**src/rtl/nas_pkg.sv**
```systemverilog
// Package for the nodal admittance stamper: field widths, codes, command struct.
// Used by nas_front, nas_back and the top level; depends on nothing.
package nas_pkg;

   localparam int NODES_DEF = 64;
   localparam int FRAC_BITS_DEF = 16;
   localparam int NODE_W = 7;
   localparam int RC_W = 6;
   localparam int VAL_W = 32;
   localparam int MAG_W = 31;

   typedef enum logic [1:0] {
      MODE_LINE = 2'd0,
      MODE_SHUNT = 2'd1,
      MODE_XFMR = 2'd2,
      MODE_READ = 2'd3
   } mode_type;

   typedef enum logic [2:0] {
      ST_OK = 3'd0,
      ST_BAD_NODE = 3'd1,
      ST_ZERO_IMP = 3'd2,
      ST_ZERO_RATIO = 3'd3,
      ST_SAT = 3'd4
   } status_type;

   // Classified command passed from the front end to the back end.
   typedef struct packed {
      mode_type mode;
      logic fail;
      status_type status;
      logic [NODE_W-1:0] a;
      logic [NODE_W-1:0] b;
      logic [MAG_W-1:0] res;
      logic [VAL_W-1:0] xr;
      logic [VAL_W-1:0] half;
      logic [VAL_W-1:0] shunt;
      logic [MAG_W-1:0] tap;
   } cmd_type;

endpackage

```
**src/rtl/nas_front.sv**
```systemverilog
// Front end of the nodal admittance stamper: accepts items, checks nodes, impedance
// and ratio, and queues the classified commands. Depends on nas_pkg.
module nas_front #(
   parameter int NODES = nas_pkg::NODES_DEF
) (
   input logic clock,
   input logic reset,
   input logic req_tvalid,
   output logic req_tready,
   input logic [1:0] mode,
   input logic [nas_pkg::NODE_W-1:0] node_i,
   input logic [nas_pkg::NODE_W-1:0] node_j,
   input logic [nas_pkg::MAG_W-1:0] resistance,
   input logic [nas_pkg::VAL_W-1:0] reactance,
   input logic [nas_pkg::VAL_W-1:0] half_charging,
   input logic [nas_pkg::VAL_W-1:0] shunt_value,
   input logic [nas_pkg::MAG_W-1:0] tap_ratio,
   input logic [nas_pkg::RC_W-1:0] read_row,
   input logic [nas_pkg::RC_W-1:0] read_col,
   output logic cmd_valid,
   input logic cmd_ready,
   output nas_pkg::cmd_type cmd
);
   localparam int QD = 2;
   nas_pkg::cmd_type q_ff [QD];
   logic [1:0] cnt_ff, cnt_in;
   logic wp_ff, rp_ff;
   nas_pkg::cmd_type c;
   logic bad_i, bad_j, push, pop;

   always_comb begin
      bad_i = (node_i == '0) || (32'(node_i) > NODES);
      bad_j = (node_j == '0) || (32'(node_j) > NODES);
      c = '0;
      c.mode = nas_pkg::mode_type'(mode);
      c.res = resistance;
      c.xr = reactance;
      c.half = half_charging;
      c.shunt = shunt_value;
      c.tap = tap_ratio;
      c.status = nas_pkg::ST_OK;
      c.a = node_i - 7'd1;
      c.b = node_j - 7'd1;
      unique case (c.mode)
         nas_pkg::MODE_READ: begin
            c.a = {1'b0, read_row};
            c.b = {1'b0, read_col};
            if (32'(read_row) >= NODES || 32'(read_col) >= NODES) begin
               c.status = nas_pkg::ST_BAD_NODE;
            end
         end
         nas_pkg::MODE_SHUNT: begin
            if (bad_i) c.status = nas_pkg::ST_BAD_NODE;
         end
         default: begin
            priority if (bad_i || bad_j) c.status = nas_pkg::ST_BAD_NODE;
            else if (resistance == '0 && reactance == '0) c.status = nas_pkg::ST_ZERO_IMP;
            else if (c.mode == nas_pkg::MODE_XFMR && tap_ratio == '0)
               c.status = nas_pkg::ST_ZERO_RATIO;
            else c.status = nas_pkg::ST_OK;
         end
      endcase
      c.fail = (c.status != nas_pkg::ST_OK);
   end

   assign req_tready = (cnt_ff != 2'(QD));
   assign push = req_tvalid && req_tready;
   assign cmd_valid = (cnt_ff != '0);
   assign pop = cmd_valid && cmd_ready;
   assign cmd = q_ff[rp_ff];
   assign cnt_in = cnt_ff + 2'(push) - 2'(pop);

   always_ff @(posedge clock) begin
      if (reset) begin
         cnt_ff <= '0;
         wp_ff <= 1'b0;
         rp_ff <= 1'b0;
      end else begin
         cnt_ff <= cnt_in;
         if (push) wp_ff <= ~wp_ff;
         if (pop) rp_ff <= ~rp_ff;
      end
      if (push) q_ff[wp_ff] <= c;
   end

   a_cnt_range: assert property (@(posedge clock) disable iff (reset) cnt_ff <= 2'(QD))
      else $error("queue count out of range");
   a_no_push_full: assert property (@(posedge clock) disable iff (reset)
      cnt_ff == 2'(QD) |-> !push) else $error("push into full queue");
   a_no_pop_empty: assert property (@(posedge clock) disable iff (reset)
      cnt_ff == '0 |-> !pop) else $error("pop from empty queue");
endmodule

```
**config.mk**
```make
export PLATFORM = sky130hd
export DESIGN_NAME = nas_front
export DESIGN_NICKNAME = d
export VERILOG_FILES = /design/src/rtl/nas_pkg.sv /design/src/rtl/nas_front.sv
export SDC_FILE = /design/constraint.sdc
export NUM_CORES = 1
export LEC_CHECK = 0
export BUFFER_PORTS_ARGS = -buffer_cell sky130_fd_sc_hd__buf_2
export CAP_MARGIN = 20
export CORE_UTILIZATION = 47
export CTS_CLUSTER_SIZE = 28
export DETAILED_ROUTE_END_ITERATION = 16
export PLACE_DENSITY = 0.84
export REMOVE_ABC_BUFFERS = 1
export SYNTH_ARGS = -nofsm -noshare
export SYNTH_HDL_FRONTEND = slang
export SYNTH_SLANG_ARGS = --single-unit
export TNS_END_PERCENT = 20
```
**constraint.sdc**
```tcl
create_clock -name clock -period 11 [get_ports clock]
set_clock_uncertainty 0.1 [all_clocks]
set_input_delay 2.2 -clock clock [delete_from_list [all_inputs] [get_ports clock]]
set_output_delay 2.2 -clock clock [all_outputs]
set_load 0.01 [all_outputs]
```
### Yosys cells after proc, flatten, opt, wreduce, memory -nomap -nowiden

Memory sizes are Yosys's and may differ from the RTL's. A register that Yosys moved wholly into a read port is not among the register bits.
Cells that the tools add are included.

| storage, ports and cells | value |
|---|---|
| flip-flop bits (word level) | 4 |
| latch bits | 0 |
| memory bits (writable) | 354 |
| bits in read-only memories | 0 |
| input bits | 190 |
| memories kept | 1 |

| cells by class | value |
|---|---|
| $add $sub $neg | 4 |
| $mul | 0 |
| div/mod/pow operators | 0 |
| magnitude comparators | 2 |
| equal/unequal tests | 4 |
| shift-type cells | 0 |
| multiplexer cells | 10 |
| bitwise gates (word level) | 2 |
| reduce and logical (&&, ||, !) cells | 14 |

Memories:

| name | depth | width | read ports | clocked after Yosys merged registers in | write ports | line | RTL |
|---|---|---|---|---|---|---|---|
| q_ff | 2 | 177 | 1 | 1 | 1 | nas_front.sv:25 | `nas_pkg::cmd_type q_ff [QD];` |

Operators by type and width:

| operator | count |
|---|---|
| 31-bit zero test | 2 |
| 32-bit zero test | 1 |
| 7-bit > comparator (second input constant) | 2 |
| 7-bit zero test | 2 |
| 14-bit two-way mux | 1 |
| 7-bit by 1-bit subtractor with 7-bit output (second input constant) | 2 |
| 2-bit two-way mux | 3 |
| 1-bit two-way mux | 5 |
| 2-bit == test (second input constant) | 2 |
| 1-bit logical AND | 4 |
| 2-bit case mux with 2 select lines | 1 |
| 1-bit logical OR | 3 |
| 3-bit nonzero test | 1 |
| 2-bit by 1-bit adder with 2-bit output | 1 |
| 2-bit by 1-bit == test with 1-bit output (second input constant) | 1 |
| 2-bit != test (second input constant) | 1 |
| 1-bit NOT | 2 |
| 2-bit nonzero test | 1 |
| 2-bit by 1-bit subtractor with 2-bit output | 1 |

### Logic depth before layout (Yosys ltp)

| depth | value |
|---|---|
| depth in word-level cells | 7 |
| mapped depth | 8 |
| gate-level depth less buffers | 8 |

### Worst setup path before layout

Ideal clock, no wire load.

| timing | value |
|---|---|
| path type | input -> register |
| from | input req_tvalid |
| to | memory q_ff[0][0] (netlist name) (enable) |
| data arrival time | 9.636 ns |
| path slack | 0.547 ns |
| stages on the path | 2 |
| buffers on the path | 0 |
| path through | nand2_1 > nor2_1 |

| between the ends | value |
|---|---|
| word-level cells in the longest chain between the ends | 3 |

RTL lines:

| item | line | RTL |
|---|---|---|
| start, declared | nas_front.sv:8 | `input logic req_tvalid,` |
| 1-bit logical AND | nas_front.sv:67 | `assign push = req_tvalid && req_tready;` |
| 1-bit two-way mux | nas_front.sv:83 | `if (push) q_ff[wp_ff] <= c;` |
| 1-bit two-way mux (not written as such) | nas_front.sv:83 |  |
| end, declared | nas_front.sv:25 |  |

Every way passes these cells.

==> flow_summary.ini <==
[route]
drt_first_iter_violations = 439
avg_vias_per_cell = 5.11
routed_wl_um = 28400
wire_per_inst_um = 19.3
route.antenna.remaining_nets = 0
vias = 7517
firstDrtPassIters = 4
drcViolationCount = 0

[timing]
final.hold.worst_slack_ns = 0.440
fmax_ghz = 0.204
slew_headroom_pct = 27.9
report.final.slew_viol_count = 0
final_period_minus_worst_setup_slack_ns = 4.89
finalSetupViolations = 0
hold_viol = 0
setup_repair_after_global_routing_missed_its_margin = false
setup_total_negative_slack_ns = 0
worst_slew_pin_slew_ns = 1.08
final_min_period_over_clock_period_pct = 44.5
final.setup.worst_slack_ns = 6.11

[run]
cap_viol_max_count = 0

[yosys]
dominantRegCellSynth = sky130_fd_sc_hd__edfxtp_1
yosysTopAreaCellShare_pct = 78.3
postSynthCellCount = 678
ys_seq_area_share_pct = 79.0
netlist_area_sq_um = 13600
postSynthRegisterBits = 359
synthesis.area_per_instance_sq_um = 20.0
synth.yosys.warnings = 0
synth-async-reset-ratio_pct = 0
netlist-cell-type-count = 32
post_synth_main_area_contributors = sky130_fd_sc_hd__edfxtp_1 (78%), sky130_fd_sc_hd__mux2_2 (15%), sky130_fd_sc_hd__nor4_1 (0.97%)
synthDominantAreaCellType = sky130_fd_sc_hd__edfxtp_1
synth_enable_flop_cells = 354

[global_routing]
grt_use_met1_pct = 20.8
grt_pass1_vias = 7746
global_route.usage.met2_pct = 33.7
grt_busiest_layer = met2
grt_pass1_wl_um = 41400
antenna_violations_before_repair = 2
grt_max_degree = 84
grt_util_all_layers_pct = 18.5
globalRoute.totalOverflow = 0
globalRouteMet3Util_pct = 5.29

[cts]
clkLatencyLatePin_ns = 0.50
cts.clk_slew.worst_paths_ns = 0.06
ctsLongestPathBuffers = 3
cts_hold_repair.buffers = 0
cts.sinks = 359
tritoncts = yes
cts_resized = 0
htreeDepth = 2
clockRootBuffer = sky130_fd_sc_hd__clkbuf_16
postCtsSetupBuffers = 0
number_of_buffers_inserted_during_clock_tree_synthesis = 36

[placement]
port-buffer-count = 368
setup_slack_placement_ns = 6.31
placer_congestion_estimate = 0.751
dp.final_hpwl_um = 19300

[final_layout]
diodes = 0
area_delta_synth_final_pct = 24.7
final_layout_net_count = 1263
drive_gt1_share_pct = 55.4

[min_path]
hold_path_class = reg2reg

[floorplanning]
io_pins = 370
die_height_um = 172
die-width_um = 172
num_rows = 61
core-area_sq_um = 28100
fp.dieArea_sq_um = 29600
initial_utilization_pct = 48.3

[setup_path]
endpoint_kind = primary output
timing.critical_path.slowest_stage_cell = sky130_fd_sc_hd__buf_4
critical_path_arrival_ns = 2.59
worstPathMaxFanout = 82
register_to_register_setup_slack_ns = 8.27
timing.setup.critical_path_class = reg2out
critPathMaxStageDelay_ns = 0.87
setup.worst_path.start_class = flop
worst_ep_required_time_ns = 8.70
crit_path_cell_trace = buf_4 -> mux2_2 -> buf_2

[status]
run_status = finished clean

[power]
finalPower_mw = 3.79
peakVddDrop_v = 0.000168
net_switching_power_of_the_design_mw = 1.01
power_frac_clock_pct = 29.2
power_frac_comb_pct = 23.4
netSwitchingFraction_pct = 26.7
seq_power_share_pct = 47.4
pwr_density_cell_nw_per_um2 = 224
cellLeakagePower_nw = 6.23
p_int_mw = 2.78
[cells in the mapped netlist (2+ instances only)]
library cell / instances
sky130_fd_sc_hd__mux2_2: 177
sky130_fd_sc_hd__and2_1: 2
sky130_fd_sc_hd__nand3_1: 2
sky130_fd_sc_hd__nand2_1: 15
sky130_fd_sc_hd__inv_1: 5
sky130_fd_sc_hd__o21ai_0: 8
sky130_fd_sc_hd__nor4_1: 21
sky130_fd_sc_hd__ha_1: 5
sky130_fd_sc_hd__nand2b_1: 2
sky130_fd_sc_hd__nor2b_1: 2
sky130_fd_sc_hd__nor4_2: 2
sky130_fd_sc_hd__a21oi_1: 5
sky130_fd_sc_hd__nor2_1: 16
sky130_fd_sc_hd__edfxtp_1: 354
sky130_fd_sc_hd__xor2_1: 7
sky130_fd_sc_hd__xnor2_1: 8
sky130_fd_sc_hd__nor3_1: 4
sky130_fd_sc_hd__buf_2: 21
sky130_fd_sc_hd__nand4_1: 5
sky130_fd_sc_hd__dfxtp_1: 5
[placed cells by master (no fill, tap or decap), types with 2 or more instances in the layout]
| master | count |
|---|---|
| sky130_fd_sc_hd__nand3_1 | 2 |
| sky130_fd_sc_hd__a21oi_1 | 5 |
| sky130_fd_sc_hd__nor4_2 | 2 |
| sky130_fd_sc_hd__o21ai_0 | 8 |
| sky130_fd_sc_hd__buf_2 | 368 |
| sky130_fd_sc_hd__xor2_1 | 7 |
| sky130_fd_sc_hd__clkbuf_16 | 37 |
| sky130_fd_sc_hd__nor2_1 | 15 |
| sky130_fd_sc_hd__ha_1 | 5 |
| sky130_fd_sc_hd__buf_4 | 6 |
| sky130_fd_sc_hd__nor4_1 | 21 |
| sky130_fd_sc_hd__and2_1 | 2 |
| sky130_fd_sc_hd__nand4_1 | 5 |
| sky130_fd_sc_hd__clkinv_2 | 5 |
| sky130_fd_sc_hd__xnor2_1 | 8 |
| sky130_fd_sc_hd__inv_1 | 5 |
| sky130_fd_sc_hd__clkbuf_1 | 11 |
| sky130_fd_sc_hd__nor2b_1 | 2 |
| sky130_fd_sc_hd__clkinv_1 | 9 |
| sky130_fd_sc_hd__dfxtp_1 | 4 |
| sky130_fd_sc_hd__edfxtp_1 | 354 |
| sky130_fd_sc_hd__nor3_1 | 4 |
| sky130_fd_sc_hd__nand2b_1 | 2 |
| sky130_fd_sc_hd__nand2_1 | 15 |
| sky130_fd_sc_hd__mux2_2 | 177 |
[power by group through the flow]
| stage | Clock, mW | Combinational [mW] | Sequential, mW |
|---|---|---|---|
| finish | 1.11 | 0.887 | 1.79 |
| global route | 1.18 | 0.958 | 1.81 |
| detailed placement | 0 | 0.883 | 1.82 |
| floorplan | 0 | 0.521 | 1.90 |
| global placement | 0 | 0.877 | 1.81 |
| CTS | 1.13 | 0.893 | 1.80 |
[state kept, by name, summed over array words and instances (netlist names), named ones only]
register / flops
cnt_ff: 2
q_ff: 354
rp_ff: 1
wp_ff: 1
[worst max-delay path: cells and delay by family (launching register included)]
family                 cells  cell delay [ns]
buffers and inverters      2             1.01
DFF                        1             0.56
muxes                      1             0.43
[per-layer routing]
layer  wire (um)  share of wire [%]
met1       10600                 37
met2       14900                 52
met3        2230                7.9
met4         665                2.3
met5          28              0.099
[kinds of logic (layout without fill, tap and decap cells)]
group,count (synthesis),count (layout),synth area share (%)
flip-flops,359,359,79.0
multiplexers,177,177,14.7
AND/OR/NAND/NOR,78,78,3.22
buffers and inverters,28,444,0.995
AO/OA/AOI/OAI,15,15,0.599
XOR/XNOR,15,15,0.968
adder cells (fa/ha/maj),5,5,0.461
other,1,1,0.0276
[metrics by stage]
| step | cells | area, sq um | utilization (%) |
|---|---|---|---|
| after floorplan | 655 | 13500 | - |
| after global placement | 1407 | 15800 | 56.4 |
| after detailed placement | 1407 | 15800 | 56.4 |
| after CTS | 1471 | 16900 | 60.2 |
| after global routing | 1472 | 16900 | 60.3 |
| final | 1472 | 16900 | 60.3 |
[area by class of cell]
type                       instances  area, sq um
tap                              378          473
clock inverter                    16         96.3
clock buffer                      48          967
multi-input combinational        291         2720
timing repair buffer             375         1910
sequential                       359        10700
inverter                           5         18.8
fill                            2110        11200
[final timing paths]
check	from	to	cells after the start
hold / removal	rp_ff	flop	2
setup / recovery	flop	cmd[97]	3
hold reg to reg	rp_ff	flop	2
setup reg to reg	cnt_ff[0]	q_ff[0][161]	4
Power figures use the tool's default switching activity.
